===== src/design/utf8_decoder_to_cp437_macros.svh =====
// ----------------------------------------------------------------------------
// utf8 decoder assertion macros
// shared property forms for the decoder checks
// ----------------------------------------------------------------------------
`ifndef UTF8_DECODER_TO_CP437_MACROS_SVH
`define UTF8_DECODER_TO_CP437_MACROS_SVH

// same-cycle implication, off during reset
`define U8C_ASSERT_NOW(label, clk, rst_n, ante, cons, msg) \
	label: assert property (@(posedge clk) disable iff (!(rst_n)) (ante) |-> (cons)) \
		else $error(msg);

// next-cycle implication, off during reset
`define U8C_ASSERT_NEXT(label, clk, rst_n, ante, cons, msg) \
	label: assert property (@(posedge clk) disable iff (!(rst_n)) (ante) |=> (cons)) \
		else $error(msg);

`endif


===== src/design/u8c_pkg.sv =====
// ----------------------------------------------------------------------------
// u8c_pkg
// types, codes and decode functions for the utf8 to cp437 decoder
// ----------------------------------------------------------------------------
package u8c_pkg;

	localparam int unsigned CP_W  = 21;
	localparam int unsigned ACC_W = 21;

	typedef enum logic [3:0] {
		ST_ACCEPT  = 4'd0,
		ST_REJECT  = 4'd1,
		ST_NEED1   = 4'd2,
		ST_NEED2   = 4'd3,
		ST_E0_2ND  = 4'd4,
		ST_ED_2ND  = 4'd5,
		ST_F0_2ND  = 4'd6,
		ST_F1_2ND  = 4'd7,
		ST_F4_2ND  = 4'd8
	} dfa_state_t;

	typedef enum logic [3:0] {
		CLS_ASCII    = 4'd0,
		CLS_CONT_LO  = 4'd1,
		CLS_LEAD2    = 4'd2,
		CLS_LEAD3    = 4'd3,
		CLS_ED       = 4'd4,
		CLS_F4       = 4'd5,
		CLS_F1F3     = 4'd6,
		CLS_CONT_HI  = 4'd7,
		CLS_BAD      = 4'd8,
		CLS_CONT_MID = 4'd9,
		CLS_E0       = 4'd10,
		CLS_F0       = 4'd11
	} byte_class_t;

	typedef enum logic [1:0] {
		STAT_DONE   = 2'd0,
		STAT_MORE   = 2'd1,
		STAT_REJECT = 2'd2
	} status_t;

	localparam logic [7:0] CP437_UNMAPPED = 8'h3F;

	function automatic byte_class_t byte_class(input logic [7:0] b);
		byte_class_t c;
		if (b < 8'h80)       c = CLS_ASCII;
		else if (b < 8'h90)  c = CLS_CONT_LO;
		else if (b < 8'hA0)  c = CLS_CONT_MID;
		else if (b < 8'hC0)  c = CLS_CONT_HI;
		else if (b < 8'hC2)  c = CLS_BAD;
		else if (b < 8'hE0)  c = CLS_LEAD2;
		else if (b == 8'hE0) c = CLS_E0;
		else if (b == 8'hED) c = CLS_ED;
		else if (b < 8'hF0)  c = CLS_LEAD3;
		else if (b == 8'hF0) c = CLS_F0;
		else if (b < 8'hF4)  c = CLS_F1F3;
		else if (b == 8'hF4) c = CLS_F4;
		else                 c = CLS_BAD;
		return c;
	endfunction

	function automatic dfa_state_t next_state(input dfa_state_t s, input byte_class_t c);
		logic lo;
		logic mid;
		logic hi;
		logic any_cont;
		dfa_state_t n;
		lo       = (c == CLS_CONT_LO);
		mid      = (c == CLS_CONT_MID);
		hi       = (c == CLS_CONT_HI);
		any_cont = lo | mid | hi;
		unique case (s)
			ST_ACCEPT: begin
				unique case (c)
					CLS_ASCII: n = ST_ACCEPT;
					CLS_LEAD2: n = ST_NEED1;
					CLS_LEAD3: n = ST_NEED2;
					CLS_ED:    n = ST_ED_2ND;
					CLS_F4:    n = ST_F4_2ND;
					CLS_F1F3:  n = ST_F1_2ND;
					CLS_E0:    n = ST_E0_2ND;
					CLS_F0:    n = ST_F0_2ND;
					default:   n = ST_REJECT;
				endcase
			end
			ST_NEED1:  n = any_cont ? ST_ACCEPT : ST_REJECT;
			ST_NEED2:  n = any_cont ? ST_NEED1 : ST_REJECT;
			ST_E0_2ND: n = hi ? ST_NEED1 : ST_REJECT;
			ST_ED_2ND: n = (lo | mid) ? ST_NEED1 : ST_REJECT;
			ST_F0_2ND: n = (mid | hi) ? ST_NEED2 : ST_REJECT;
			ST_F1_2ND: n = any_cont ? ST_NEED2 : ST_REJECT;
			ST_F4_2ND: n = lo ? ST_NEED2 : ST_REJECT;
			default:   n = ST_REJECT;
		endcase
		return n;
	endfunction

	function automatic logic [7:0] to_cp437(input logic [CP_W-1:0] cp);
		logic [7:0] r;
		if (cp < 21'h80) begin
			r = cp[7:0];
		end else begin
			unique case (cp)
				21'h00C7: r = 8'h80;
				21'h00E7: r = 8'h87;
				21'h011E: r = 8'hA7;
				21'h011F: r = 8'hA6;
				21'h0130: r = 8'hAB;
				21'h0131: r = 8'hAA;
				21'h00D6: r = 8'h99;
				21'h00F6: r = 8'h94;
				21'h015E: r = 8'hA9;
				21'h015F: r = 8'hA8;
				21'h00DC: r = 8'h9A;
				21'h00FC: r = 8'h81;
				default:  r = CP437_UNMAPPED;
			endcase
		end
		return r;
	endfunction

endpackage


===== src/design/utf8_decoder_to_cp437.sv =====
// ----------------------------------------------------------------------------
// utf8_decoder_to_cp437
// path: input accept to result valid through the input reg, then the result reg
// throughput: 1 item per cycle while the result is not stalled; the decoder state update sets the rate
// a stalled result holds the input reg, then s_tready drops
// reset: arst_n async low; decoder returns to accept, accumulator zero
// ----------------------------------------------------------------------------
`include "utf8_decoder_to_cp437_macros.svh"

module utf8_decoder_to_cp437
	import u8c_pkg::*;
(
	input  logic        clk,
	input  logic        arst_n,
	input  logic        s_tvalid,
	output logic        s_tready,
	input  logic [7:0]  s_tdata,   // byte_in[7:0]
	input  logic        s_tuser,   // resync
	output logic        m_tvalid,
	input  logic        m_tready,
	output logic [31:0] m_tdata,   // code_point[20:0], cp437_char[28:21], zero pad
	output logic [1:0]  m_tuser    // status[1:0]
);

	logic        valid_s1;
	logic [7:0]  byte_s1;
	logic        resync_s1;

	dfa_state_t       state_q;
	logic [ACC_W-1:0] acc_q;

	dfa_state_t       state_cur;
	logic [ACC_W-1:0] acc_cur;
	byte_class_t      cls;
	dfa_state_t       state_nxt;
	logic [ACC_W-1:0] acc_nxt;

	status_t          status_d;
	logic [CP_W-1:0]  cp_d;
	logic [7:0]       cp437_d;

	logic             out_adv;
	logic             step;

	assign out_adv  = !m_tvalid || m_tready;
	assign step     = valid_s1 && out_adv;
	assign s_tready = !valid_s1 || out_adv;

	// input register
	always_ff @(posedge clk or negedge arst_n) begin
		if (!arst_n) begin
			valid_s1 <= 1'b0;
		end else if (s_tready) begin
			valid_s1 <= s_tvalid;
		end
	end

	always_ff @(posedge clk) begin
		if (s_tready && s_tvalid) begin
			byte_s1   <= s_tdata;
			resync_s1 <= s_tuser;
		end
	end

	// next state
	always_comb begin
		state_cur = resync_s1 ? ST_ACCEPT : state_q;
		acc_cur   = resync_s1 ? '0 : acc_q;
		cls       = byte_class(byte_s1);
		if (state_cur != ST_ACCEPT) begin
			acc_nxt = {acc_cur[ACC_W-7:0], byte_s1[5:0]};
		end else begin
			acc_nxt = {{(ACC_W-8){1'b0}}, (8'hFF >> cls) & byte_s1};
		end
		state_nxt = next_state(state_cur, cls);
	end

	// outputs
	always_comb begin
		unique case (state_nxt)
			ST_ACCEPT: begin
				status_d = STAT_DONE;
				cp_d     = acc_nxt;
				cp437_d  = to_cp437(acc_nxt);
			end
			ST_REJECT: begin
				status_d = STAT_REJECT;
				cp_d     = '0;
				cp437_d  = '0;
			end
			default: begin
				status_d = STAT_MORE;
				cp_d     = '0;
				cp437_d  = '0;
			end
		endcase
	end

	always_ff @(posedge clk or negedge arst_n) begin
		if (!arst_n) begin
			state_q  <= ST_ACCEPT;
			acc_q    <= '0;
			m_tvalid <= 1'b0;
		end else begin
			if (step) begin
				state_q <= state_nxt;
				acc_q   <= acc_nxt;
			end
			if (out_adv) begin
				m_tvalid <= valid_s1;
			end
		end
	end

	// result register
	always_ff @(posedge clk) begin
		if (step) begin
			m_tdata <= {3'b000, cp437_d, cp_d};
			m_tuser <= status_d;
		end
	end

	`U8C_ASSERT_NOW(a_no_data_unless_done, clk, arst_n,
		m_tvalid && (m_tuser != STAT_DONE), m_tdata == 32'd0,
		"payload not zero on incomplete or rejected item")

	`U8C_ASSERT_NOW(a_cp_in_range, clk, arst_n,
		m_tvalid && (m_tuser == STAT_DONE),
		(m_tdata[20:0] <= 21'h10FFFF)
			&& !((m_tdata[20:0] >= 21'hD800) && (m_tdata[20:0] <= 21'hDFFF)),
		"completed code point is a surrogate or beyond range")

	`U8C_ASSERT_NEXT(a_reject_sticky, clk, arst_n,
		step && (state_q == ST_REJECT) && !resync_s1, m_tuser == STAT_REJECT,
		"reject left without resync")

	`U8C_ASSERT_NOW(a_stall_blocks_input, clk, arst_n,
		valid_s1 && m_tvalid && !m_tready, !s_tready,
		"input taken while result stalled and stage full")

endmodule


===== config.mk =====
export PLATFORM = sky130hd
export DESIGN_NAME = utf8_decoder_to_cp437
export DESIGN_NICKNAME = d
export VERILOG_FILES = /design/src/design/u8c_pkg.sv /design/src/design/utf8_decoder_to_cp437.sv
export VERILOG_INCLUDE_DIRS = /design/src /design/src/design
export SDC_FILE = /design/constraint.sdc
export NUM_CORES = 1
export LEC_CHECK = 0
export ABC_AREA = 0
export BUFFER_PORTS_ARGS = -buffer_cell sky130_fd_sc_hd__buf_2
export CAP_MARGIN = 20
export CORE_MARGIN = 2
export CORE_UTILIZATION = 57
export CTS_CLUSTER_SIZE = 25
export DETAILED_ROUTE_END_ITERATION = 6
export PLACE_DENSITY = 0.85
export SETUP_SLACK_MARGIN = 0.5
export SLEW_MARGIN = 15
export SYNTH_ARGS = -nofsm -noshare
export SYNTH_HDL_FRONTEND = slang
export SYNTH_SLANG_ARGS = --single-unit

===== constraint.sdc =====
create_clock -name clk -period 3.2 [get_ports clk]
set_input_delay 0.64 -clock clk [delete_from_list [all_inputs] [get_ports clk]]
set_output_delay 0.64 -clock clk [all_outputs]
set_load 0.01 [all_outputs]

Word-level counts from Yosys, hierarchy flattened:

Memory sizes are Yosys's and may differ from the RTL's.
Cells that the tools add are included.

* eq/ne operators: 27
* shift operators: 1
* bitwise logic cells: 4
* reduce and logical (&&, ||, !) cells: 9
* multiplexer cells: 26
* $lt $le $gt $ge: 9

Operators with widths (count)
* $eq 21x8->1 const B: 6
* $eq 21x9->1 const B: 6
* $pmux 8 s12: 1
* $lt 8x8->1 const B: 8
* $mux 4: 13
* $eq 8x8->1 const B: 4
* $pmux 4 s8: 1
* $lt 21x8->1 const B: 1
* $mux 21: 1
* $eq 4x3->1 const B: 5
* $mux 15: 1
* $mux 2: 6
* $and 8x8->8: 1
* $eq 4x1->1 const B: 2
* $eq 4x2->1 const B: 2
* $eq 4x4->1 const B: 2
* $logic_not 4->1: 2
* $mux 8: 1
* $shr 8x4->8 const A: 1
* $pmux 2 s2: 1
* $reduce_bool 4->1: 1
* $or 1x1->1: 3
* $logic_and 1x1->1: 2
* $logic_not 1->1: 2
* other kinds (2): 3

* register bits after elaboration: 61
* memories: 1
* input bits: 13
* ROM bits: 64
* output and inout port bits: 36

Memories
* (name not given): depth 16, bits a word 4, read ports 1, clocked after memory_dff 0, write ports 0, RTL line u8c_pkg.sv:75 `unique case (c)`

Longest topological paths before layout:

Gate-level depths: netlist of run 1.

* depth after elaboration: 20
* mapped depth: 11
* mapped depth without buffers: 8

Worst setup path before layout of run 1:

OpenSTA, ideal clock, no wires.

* path type: register to register
* start point: register byte_s1[4]
* end point: register m_tdata[24], data pin
* setup slack: 418 ps
* cell stages (with the launch flop): 10
* data arrival time: 2496 ps
* required time: 2914 ps
* setup time: 286 ps
* period minus slack after synthesis: 2782 ps
* cell sequence: edfxtp_1 -> buf_2 -> o41a_1 -> o211ai_2 -> a2111oi_4 -> or3_4 -> a2111oi_4 -> a211oi_2 -> nor4_1 -> a211oi_1

* cells in the longest elaborated chain, start to end: 19

RTL lines
* start: declaration: RTL line utf8_decoder_to_cp437.sv:26 `logic [7:0] byte_s1;`
* start signal: assignment: RTL line utf8_decoder_to_cp437.sv:60 `byte_s1 <= s_tdata;`
* parallel branches: the longest is 19 deep, another holds $lt 8x8->1
* end signal: assignment: RTL line utf8_decoder_to_cp437.sv:118 `m_tdata <= {3'b000, cp437_d, cp_d};`
* end: declaration: RTL line utf8_decoder_to_cp437.sv:21 `output logic [31:0] m_tdata,`

Parallel ways; which one is timed is not known.
A chain may end at the register's enable or synchronous reset.

Final worst setup path of run 1:

* start point: register acc_q[5]
* end point: register m_tdata[24], data pin

* cells in the longest elaborated chain, start to end: 5

RTL lines
* start: declaration: RTL line utf8_decoder_to_cp437.sv:30 `logic [ACC_W-1:0] acc_q;`
* start signal: assignment: RTL line utf8_decoder_to_cp437.sv:107 `acc_q <= acc_nxt;`
* $mux 15 (*): RTL line utf8_decoder_to_cp437.sv:68 `acc_cur = resync_s1 ? '0 : acc_q;`
* $mux 21 (*): RTL line utf8_decoder_to_cp437.sv:70 `if (state_cur != ST_ACCEPT) begin`
* parallel branches: the longest is 2 deep, another holds $lt 21x8->1
* $mux 8 (*): RTL line u8c_pkg.sv:101 `if (cp < 21'h80) begin`

Every way passes the cells marked *.

==> out/metrics.cfg, run 1 <==
[run_status]
outcome = finished, final reports clean

[grt]
grt_max_degree = 40
grt_use_met3_pct = 5.667
grt_pass1_vias = 2717
use_met1_pct = 33.75
met2_usage_pct = 43.97
top_usage_layer = met2
grt_overflow = 0
antenna_found_initial = 0
grt_pass1_wl_mm = 13.18
grt.total_usage_pct = 26.99

[worst_setup_path]
cp_cell_sequence = nor4_1 -> nand4_1 -> or3_1 -> a21o_1 -> a2111oi_4 -> a211oi_2 -> buf_4 -> nor4_4 -> a211oi_2
cpMostUsedCell = a211oi_2
critPathSlowestCell = a2111oi_4
crit_arrival_ns = 2.99
critPathRequiredTime_ns = 3.25
cp_max_fo = 4
crit_path_max_incr_delay_ns = 0.46
cp-start-kind = register
critPathKind = reg2reg
cp-end-kind = register

[clocking]
clock_latency_ns = 0.35
clockBufferDepth = 2
htree_levels = 3
cts_tree = built
cts-root-buf = clkbuf_8
cts_sinks = 61
cts_buffers = 9
clkTransAtPathRegs_ns = 0.07

[timing]
period_share_pct = 91.93
hold_viol = 0
worst_slew_pin_slew_ns = 0.9782
setup_tns_ns = 0
fin_worst_skew_ns = 0.01135
maxSlewHeadroom_pct = 34.10
fmax_ghz = 0.3399
hold_slack_ns = 0.2402
rsz0062_at_grt = yes
slew_viol_final = 0
setup_viol_count_final = 0
setup_ws_ns = 0.2582
min_period_ns = 2.942

[flow_run]
drv_cap = 0

[pwr]
swShare_pct = 35.03
power_frac_seq_pct = 43.1
switchingPower_w = 0.0008405
p_int_w = 0.001559
vdd_drop_max_v = 0.0003084
power_density_mw_per_mm2 = 538.2
power_frac_comb_pct = 31.4
clkPwrFrac_pct = 25.5
leakage_nw = 1.804

[detailed_routing]
totalWireLength_mm = 9.180
vias_per_cell = 6.233
vias = 3073
drt_iter0_markers = 384
drt-pass1-iter-count = 5
drc_errors = 0
ant_nets = 0
wire_per_inst_um = 18.62

[logic_synthesis]
ys_ff_latch = 61
syn_area_mm2 = 0.003372
ys_async_sr_fraction_pct = 34.43
synthTopCellsByCount = 40 x edfxtp_1, 40 x nand2_1, 29 x nor2_1
ys_seq_area_share_pct = 51.21
yosysUniqueCellTypes = 68
synth_edf_count = 40
yosysTopAreaCell = edfxtp_1
synth_top_area_share_pct = 35.62
synth_flop_cell = edfxtp_1
synth_area_leaders = edfxtp_1 36%, dfrtp_1 16%, nand2_1 4.5%, o21ai_0 4.2%, nor2_1 3.2%
ys.warnings.count = 0
syn_area_per_cell_um2 = 10.41
netlist_instances = 324

[layout]
post-route-util_pct = 76.66
num-fill-cells = 376
drive_above_1_share_pct = 42.82
antenna_cells = 0
final_area_mm2 = 0.004458
syn_to_final_growth_pct = 32.21
final_nets = 426

[die]
core_area_mm2 = 0.005816
start_util_pct = 57.98
die_y_um = 80.92
io_pins = 49
die_w_um = 80.92
design.die.area_mm2 = 0.006547
rows = 28

[worst_hold_path]
hp-class = in2async

[placed_design]
portBuffers = 45
place_congestion = 0.9298
place_ws_ns = 0.02013
dpl.hpwl_mm = 5.552
placed_cell_area_mm2 = 0.003724

[timing repair]
| item | CTS | global route |
|---|---|---|
| setup endpoints to repair | 29 | 31 |
| cloned | 1 | 1 |
| pin swaps | 14 | 20 |
| hold buffers | 0 | 0 |
| resized for setup | 20 | 40 |
| setup buffers | 21 | 13 |
[stage by stage]
step,power [W],cells
floorplan,0.001393,326
global placement,0.001553,441
detailed placement,0.001573,441
CTS,0.002249,479
global route,0.002490,493
finish,0.002399,493
[metal layers]
| metal | wire length [µm] | up-vias |
|---|---|---|
| met5 | 0 | - |
| met4 | 333 | 0 |
| met3 | 748 | 38 |
| met2 | 4540 | 191 |
| met1 | 3558 | 1453 |
| li1 | - | 1391 |
[cell families (layout without fill, tap and decap cells)]
logic type,after synthesis,count (layout),share of synthesized area [%]
compound gates,93,93,22.08
xor+xnor,1,1,0.2598
buf+inv,31,121,4.378
flops,61,61,51.21
mux,1,1,0.2969
other cells,1,3,0.1112
simple gates,136,138,21.67
[cell usage in the layout, fill, tap and decap left out, types with 4 or more instances in the layout]
| cell | Yosys | final |
|---|---|---|
| o21ai_0 | 28 | 27 |
| nand3_1 | 5 | 5 |
| and2_1 | 5 | 5 |
| buf_4 | 3 | 45 |
| a21oi_1 | 9 | 7 |
| nand2_1 | 40 | 40 |
| nor2_4 | 0 | 4 |
| and3_1 | 16 | 16 |
| a211oi_2 | 2 | 5 |
| edfxtp_1 | 40 | 40 |
| nand2b_1 | 7 | 7 |
| dfrtp_1 | 21 | 19 |
| buf_6 | 1 | 7 |
| buf_2 | 9 | 45 |
| inv_1 | 5 | 4 |
| nand4_1 | 4 | 4 |
| nor2_2 | 0 | 4 |
| clkbuf_8 | 0 | 9 |
| nor2_1 | 29 | 21 |
[sequential cells by signal, summed over array words and instances, names as in the netlist]
name	count
acc_q	15
byte_s1	8
m_tdata	29
m_tuser	2
m_tvalid	1
resync_s1	1
state_q	4
valid_s1	1
[area by class of cell]
type | instances | area [µm²] | area share, %
Sequential cell | 61 | 1729 | 38.79
Clock buffer | 9 | 123.9 | 2.779
Timing Repair Buffer | 99 | 681.9 | 15.30
Multi-Input combinational cell | 236 | 1758 | 39.43
Inverter | 6 | 22.52 | 0.5052
Clock inverter | 7 | 48.80 | 1.095
Tap cell | 75 | 93.84 | 2.105
[worst max-delay path, delay by kind of cell, from the launching register on]
kind | cells | cell delay [ns]
DFF | 1 | 0.43
buffers and inverters | 1 | 0.18
AOI/OAI and AO/OA | 4 | 0.83
and+or+nand+nor | 4 | 1.20
[power by group through the flow]
stage / clock, W / combinational, W / sequential (W)
floorplan: 0 / 0.000351 / 0.00104
global placement: 0 / 0.000512 / 0.00104
detailed placement: 0 / 0.000530 / 0.00104
CTS: 0.000608 / 0.000616 / 0.00102
global route: 0.000639 / 0.000808 / 0.00104
finish: 0.000612 / 0.000754 / 0.00103
[path summary, 6_finish.rpt]
| check | cells past startpoint | from | end | slack [ns] |
|---|---|---|---|---|
| setup / recovery | 9 | acc_q[5]$_DFFE_PN0P_ | m_tdata[24]$_SDFFCE_PP0P_ | 0.26 |
| hold / removal | 1 | arst_n | state_q[3]$_DFFE_PN0P_ | 0.24 |
| setup reg to reg | 9 | acc_q[5]$_DFFE_PN0P_ | m_tdata[24]$_SDFFCE_PP0P_ | 0.26 |
| hold reg to reg | 1 | valid_s1$_DFFE_PN0N_ | m_tvalid$_DFFE_PN0P_ | 0.51 |
| max in group asynchronous | 1 | arst_n | state_q[0]$_DFFE_PN0P_ | 2.61 |
| min in group clk | 1 | s_tuser | resync_s1$_DFFE_PP_ | 0.46 |
(Power assumes the default switching activity.)
==> run 2: changes to the inputs <==
--- a/config.mk
+++ b/config.mk
@@ -14,8 +14,9 @@
 export CTS_CLUSTER_SIZE = 25
 export DETAILED_ROUTE_END_ITERATION = 6
 export PLACE_DENSITY = 0.85
+export REMOVE_ABC_BUFFERS = 1
 export SETUP_SLACK_MARGIN = 0.5
-export SLEW_MARGIN = 15
+export SLEW_MARGIN = 10
 export SYNTH_ARGS = -nofsm -noshare
 export SYNTH_HDL_FRONTEND = slang
 export SYNTH_SLANG_ARGS = --single-unit
==> out/metrics.cfg, run 2 (synthesis gave the netlist of run 1 again) <==
[placed_design]
place_ws_ns = 0.008436  ; -0.01169 ns
place_congestion = 0.9718  ; +4.5%
dpl.hpwl_mm = 5.412  ; -2.5%
portBuffers = 45  ; unchanged
placed_cell_area_mm2 = 0.003701  ; -0.60%

[detailed_routing]
vias = 2889  ; -6.0%
wire_per_inst_um = 17.31  ; -7.0%
drt-pass1-iter-count = 5  ; unchanged
totalWireLength_mm = 8.187  ; -11%
wl_met3_um = 617  ; -18%
wl_met2_mm = 3.892  ; -14%
drc_errors = 0  ; unchanged
vias_per_cell = 6.108  ; -2.0%
drt-met1-wl_mm = 3.407  ; -4.2%
ant_nets = 0  ; unchanged
routed.top_layer = met4
drt_iter0_markers = 295  ; -23%

[timing]
hold_viol = 0  ; unchanged
rsz0062_at_grt = yes
setup_viol_count_final = 0  ; unchanged
period_share_pct = 92.49  ; +0.55 points
fmax_ghz = 0.3379  ; -0.60%
min_period_ns = 2.960  ; +0.01774 ns
fin_worst_skew_ns = 0.01002  ; -0.001332 ns
setup_ws_ns = 0.2404  ; -0.01774 ns
maxSlewHeadroom_pct = 37.85  ; +3.8 points
worst_slew_pin_slew_ns = 0.9225  ; -0.05567 ns
slew_viol_final = 0  ; unchanged

[grt]
antenna_found_initial = 0  ; unchanged
grt_pass1_vias = 2587  ; -4.8%
grt.total_usage_pct = 26.18  ; -0.81 points
grt_overflow = 0  ; unchanged
grt_pass1_wl_mm = 12.69  ; -3.7%
grt_max_degree = 39  ; -2.5%

[worst_setup_path]
cp-endpoint = m_tdata[23]$_SDFFCE_PP0P_
cp-start-kind = register
crit_family = compound AO/OA/AOI/OAI gates
critPathRequiredTime_ns = 3.38  ; +0.13 ns
critPathKind = reg2reg
crit_path_max_incr_delay_ns = 0.49  ; +0.03 ns
crit_arrival_ns = 3.14  ; +0.15 ns
cpMostUsedCell = a2111oi_4
reg2reg_from = byte_s1[1]$_DFFE_PP_
cp-startpoint = byte_s1[1]$_DFFE_PP_
worst-r2r-cell-count = 10  ; +1
worst-r2r-setup-slack_ns = 0.24  ; -0.02 ns
critPathSlowestCell = or4_4
cp_cell_sequence = buf_6 -> o21a_4 -> or4_4 -> a2111oi_4 -> or3_4 -> a2111oi_4 -> buf_4 -> a211oi_4 -> and3b_2 -> a221oi_2
crit_buf_inv = 2  ; +1
regToRegEndpoint = m_tdata[23]$_SDFFCE_PP0P_
path_depth = 10  ; +1
cp-end-kind = register
cp_max_fo = 4  ; unchanged

[layout]
final_nets = 406  ; -4.7%
drive_above_1_share_pct = 34.42  ; -8.4 points
num-fill-cells = 445  ; +18%
final_cell_mix = 45 x buf_2, 40 x nand2_1, 40 x edfxtp_1
reg_top3 = m_tdata (29), acc_q (15), byte_s1 (8)
layout_commonest_cell = buf_2
top_register = m_tdata
largest_register_ffs = 29  ; unchanged
syn_to_final_growth_pct = 23.60
antenna_cells = 0  ; unchanged
final_area_mm2 = 0.004168  ; -6.5%

[clocking]
clkTransAtPathRegs_ns = 0.08  ; about the same
cts_buffers = 9  ; unchanged
cts_sinks = 61  ; unchanged
clock_latency_ns = 0.35  ; about the same
clockBufferDepth = 2  ; unchanged
htree_levels = 3  ; unchanged
cts_tree = built
cts_hold_buffers = 0  ; unchanged
cts-root-buf = clkbuf_8

[flow_run]
drv_cap = 0  ; unchanged

[pwr]
leakage_nw = 1.699  ; -5.9%
power_frac_seq_pct = 44.2  ; +1.1 points
power_frac_comb_pct = 25.9  ; -5.5 points
switchingPower_w = 0.0007738  ; -7.9%
clkPwrFrac_pct = 30.0  ; +4.5 points
vdd_drop_max_v = 0.0003724  ; +21%
power_density_mw_per_mm2 = 559.5  ; +4.0%
power.total_w = 0.002332  ; -2.8%
swShare_pct = 33.18  ; -1.9 points
p_int_w = 0.001558  ; about the same

[die]
rows = 28  ; unchanged
die_w_um = 80.92  ; unchanged
io_pins = 49  ; unchanged
die_y_um = 80.92  ; unchanged
core_area_mm2 = 0.005816  ; unchanged
start_util_pct = 57.98  ; unchanged
design.die.area_mm2 = 0.006547  ; unchanged

[worst_hold_path]
hp-class = in2async

[run_status]
outcome = finished, final reports clean

## run 2: routing by layer
metal | track usage, % | up-vias
met5 | 0 | -
met2 | 41.74 | 146
li1 | - | 1357
met3 | 7.667 | 28
met1 | 33.02 | 1358
met4 | 12.03 | 0
## run 2: worst min path at each step
stage	start	endpoint	slack, ns	depth (start not counted)
2_1_floorplan	arst_n	acc_q[0]$_DFFE_PN0P_	0.34	0
3_3_place_gp	valid_s1$_DFFE_PN0N_	m_tvalid$_DFFE_PN0P_	0.48	1
3_5_place_dp	valid_s1$_DFFE_PN0N_	m_tvalid$_DFFE_PN0P_	0.49	1
4_1_cts	arst_n	state_q[3]$_DFFE_PN0P_	0.25	1
5_1_grt	arst_n	state_q[3]$_DFFE_PN0P_	0.27	1
6_report	arst_n	state_q[3]$_DFFE_PN0P_	0.25	1
## run 2: area by class of cell
class / instances / area (µm²) / share of cell area [%]
multi-input combinational: 235 / 1630 / 39.12
tap: 75 / 93.84 / 2.252
inverter: 6 / 22.52 / 0.5404
timing repair buffer: 80 / 495.5 / 11.89
sequential: 61 / 1727 / 41.43
clock buffer: 9 / 123.9 / 2.972
clock inverter: 7 / 75.07 / 1.801
## run 2: worst register-to-register path, delay by kind of cell, from the launching register on
family / cells / cell delay [ns]
buf+inv: 2 / 0.34
flops: 1 / 0.45
simple gates: 3 / 0.96
compound gates: 5 / 1.04
## run 2: power groups by stage
stage / registers (W) / clock network (W) / logic, W
after floorplan: 0.00106 / 0 / 0.000305
after global placement: 0.00104 / 0 / 0.000507
after detailed placement: 0.00105 / 0 / 0.000518
after CTS: 0.00103 / 0.000705 / 0.000569
after global routing: 0.00104 / 0.000732 / 0.000655
final: 0.00103 / 0.000699 / 0.000603
## run 2: repair_timing
| item | 4_1_cts | 5_1_grt |
|---|---|---|
| setup endpoints to repair | 29 | 29 |
| pin swaps | 9 | 6 |
| cloned | 0 | 1 |
| buffers inserted | 15 | 3 |
| gates resized for setup | 18 | 8 |
## run 2: through the flow
stage,hold WS [ns],utilization [%],setup TNS [ns],cells
floorplan,0.3444,-,-0.002504,301
global placement,0.4768,63.64,0,438
detailed placement,0.4922,63.64,0,438
CTS,0.2537,70.68,0,469
global route,0.2716,71.67,0,473
finish,0.2519,71.67,0,473
==> run 3: changes to the inputs <==
--- a/config.mk
+++ b/config.mk
@@ -10,11 +10,10 @@
 export BUFFER_PORTS_ARGS = -buffer_cell sky130_fd_sc_hd__buf_2
 export CAP_MARGIN = 20
 export CORE_MARGIN = 2
-export CORE_UTILIZATION = 57
+export CORE_UTILIZATION = 37
 export CTS_CLUSTER_SIZE = 25
 export DETAILED_ROUTE_END_ITERATION = 6
-export PLACE_DENSITY = 0.85
-export REMOVE_ABC_BUFFERS = 1
+export PLACE_DENSITY = 0.61
 export SETUP_SLACK_MARGIN = 0.5
 export SLEW_MARGIN = 10
 export SYNTH_ARGS = -nofsm -noshare
==> out/metrics.cfg, run 3 (synthesis gave the netlist of run 1 again) <==
[run_status]
outcome = finished, final reports clean

[layout]
largest_register_ffs = 29  ; unchanged
reg_top3 = m_tdata (29), acc_q (15), byte_s1 (8)
multi_input_area_mm2 = 0.001767  ; +8.4%
layout_commonest_cell = buf_4
final_cell_mix = 51 x buf_4, 45 x buf_2, 40 x nand2_1, 40 x edfxtp_1, 27 x o21ai_0
final_nets = 430  ; +5.9%
drive_above_1_share_pct = 42.65  ; +8.2 points
antenna_cells = 0  ; unchanged
num-fill-cells = 805  ; +81%
syn_to_final_growth_pct = 34.51
top_register = m_tdata
area.sequential_mm2 = 0.001727  ; unchanged

[grt]
grt_overflow = 0  ; unchanged
grt_pass1_vias = 2592  ; +0.19%
grt_pass1_wl_mm = 13.41  ; +5.7%
antenna_found_initial = 0  ; unchanged
grt_max_degree = 40  ; +2.6%
grt.total_usage_pct = 17.28  ; -8.9 points

[detailed_routing]
drc_errors = 0  ; unchanged
drt-pass1-iter-count = 4  ; -1
wire_per_inst_um = 16.78  ; -3.1%
vias_per_cell = 5.594  ; -8.4%
totalWireLength_mm = 8.891  ; +8.6%
vias = 2965  ; +2.6%
ant_nets = 0  ; unchanged
drt_iter0_markers = 173  ; -41%

[worst_setup_path]
critPathRequiredTime_ns = 3.38  ; about the same
reg2reg_from = byte_s1[1]$_DFFE_PP_
crit_path_max_incr_delay_ns = 0.46  ; -0.03 ns
cp_max_fo = 5  ; +1
crit_arrival_ns = 3.12  ; -0.02 ns
cp-end-kind = register
critPathSlowestCell = edfxtp_1
worst-r2r-setup-slack_ns = 0.26  ; +0.02 ns
worst-r2r-cell-count = 9  ; -1
cp-start-kind = register
cp-startpoint = byte_s1[1]$_DFFE_PP_
regToRegEndpoint = m_tdata[23]$_SDFFCE_PP0P_
cp_cell_sequence = buf_6 -> nor3_4 -> nor4_4 -> o31a_1 -> o41ai_2 -> and4bb_4 -> a211oi_4 -> and3b_2 -> a221oi_2
critPathKind = reg2reg

[worst_hold_path]
hp-class = in2async

[flow_run]
drv_cap = 0  ; unchanged

[timing]
maxSlewHeadroom_pct = 26.63  ; -11 points
min_period_ns = 2.943  ; -0.01614 ns
fmax_ghz = 0.3397  ; +0.55%
rsz0062_at_grt = yes
worst_slew_pin_slew_ns = 1.089  ; +0.1664 ns
hold_viol = 0  ; unchanged
setup_tns_ns = 0  ; unchanged
fin_worst_skew_ns = 0.01431  ; +0.004285 ns
period_share_pct = 91.98  ; -0.50 points
slew_viol_final = 0  ; unchanged
setup_viol_count_final = 0  ; unchanged

[clocking]
cts-root-buf = clkbuf_8
cts_tree = built
cts_buffers = 9  ; unchanged
htree_levels = 3  ; unchanged
clock_latency_ns = 0.35  ; about the same
cts_sinks = 61  ; unchanged
clkTransAtPathRegs_ns = 0.08  ; about the same
clockBufferDepth = 2  ; unchanged

[placed_design]
portBuffers = 45  ; unchanged
place_congestion = 0.8901  ; -8.4%
dpl.hpwl_mm = 5.587  ; +3.2%

[die]
design.die.area_mm2 = 0.009893  ; +51%
die_y_um = 99.47  ; +23%
die_w_um = 99.47  ; +23%
start_util_pct = 38.48  ; -20 points
core_area_mm2 = 0.008763  ; +51%
rows = 34  ; +21%
io_pins = 49  ; unchanged

[pwr]
leakage_nw = 1.833  ; +7.9%
power_density_mw_per_mm2 = 537.7  ; -3.9%
vdd_drop_max_v = 0.0002062  ; -45%
power.total_w = 0.002439  ; +4.6%

-- run 3: cell count changes in the layout (fill, tap and decap cells not counted), sizes merged --
cell	delta
buf	+23
nand2b	+1
-- run 3: how the worst max path moves through the flow --
| stage | endpoint |
|---|---|
| floorplan | m_tdata[23]$_SDFFCE_PP0P_ |
| global placement | m_tdata[23]$_SDFFCE_PP0P_ |
| detailed placement | m_tdata[23]$_SDFFCE_PP0P_ |
| CTS | m_tdata[23]$_SDFFCE_PP0P_ |
| global route | m_tdata[23]$_SDFFCE_PP0P_ |
| finish | m_tdata[23]$_SDFFCE_PP0P_ |
-- run 3: routing by layer --
layer  up-vias  GRT usage [%]  part of all wire, %
met1      1441          24.02                   44
met4         0          4.426                  1.3
met3        10          4.146                  6.4
li1       1405              -                    -
met5         -              0                    0
met2       109          27.34                   48
-- run 3: cell type report --
| type | count | share of cell area, % |
|---|---|---|
| Multi-Input combinational cell | 236 | 38.95 |
| Tap cell | 108 | 2.979 |
| Clock inverter | 7 | 1.628 |
| Timing Repair Buffer | 103 | 15.14 |
| Inverter | 6 | 0.4966 |
| Clock buffer | 9 | 2.731 |
| Sequential cell | 61 | 38.07 |
-- run 3: critical path, delay by kind of cell, from the launching register on --
kind	cells	cell delay, ns
flops	1	0.46
compound gates	4	1.24
simple gates	4	0.90
buf+inv	1	0.17
-- run 3: report_power, final --
part | total [W] | internal [W] | switching, W
Clock | 0.000709 | 0.000362 | 0.000347
Combinational | 0.000713 | 0.000292 | 0.000420
Sequential | 0.00102 | 0.000955 | 0.0000619
Total | 0.00244 | 0.00161 | 0.000829
-- run 3: through the flow --
stage	utilization [%]	setup WS, ns	instances	area (µm²)	hold slack [ns]
2_1_floorplan	-	0.4751	326	3379	0.3444
3_3_place_gp	43.13	0.05966	476	3780	0.4648
3_5_place_dp	43.13	0.06686	476	3780	0.4783
4_1_cts	48.37	0.2800	508	4239	0.2534
5_1_grt	51.76	0.1270	530	4536	0.2630
6_report	51.76	0.2566	530	4536	0.2444
-- run 3: repair_timing --
action	in CTS	in global routing
gates cloned	2	0
resized for setup	30	29
hold buffers	0	0
pin swaps	23	25
setup endpoints to repair	29	31
setup buffers	14	22
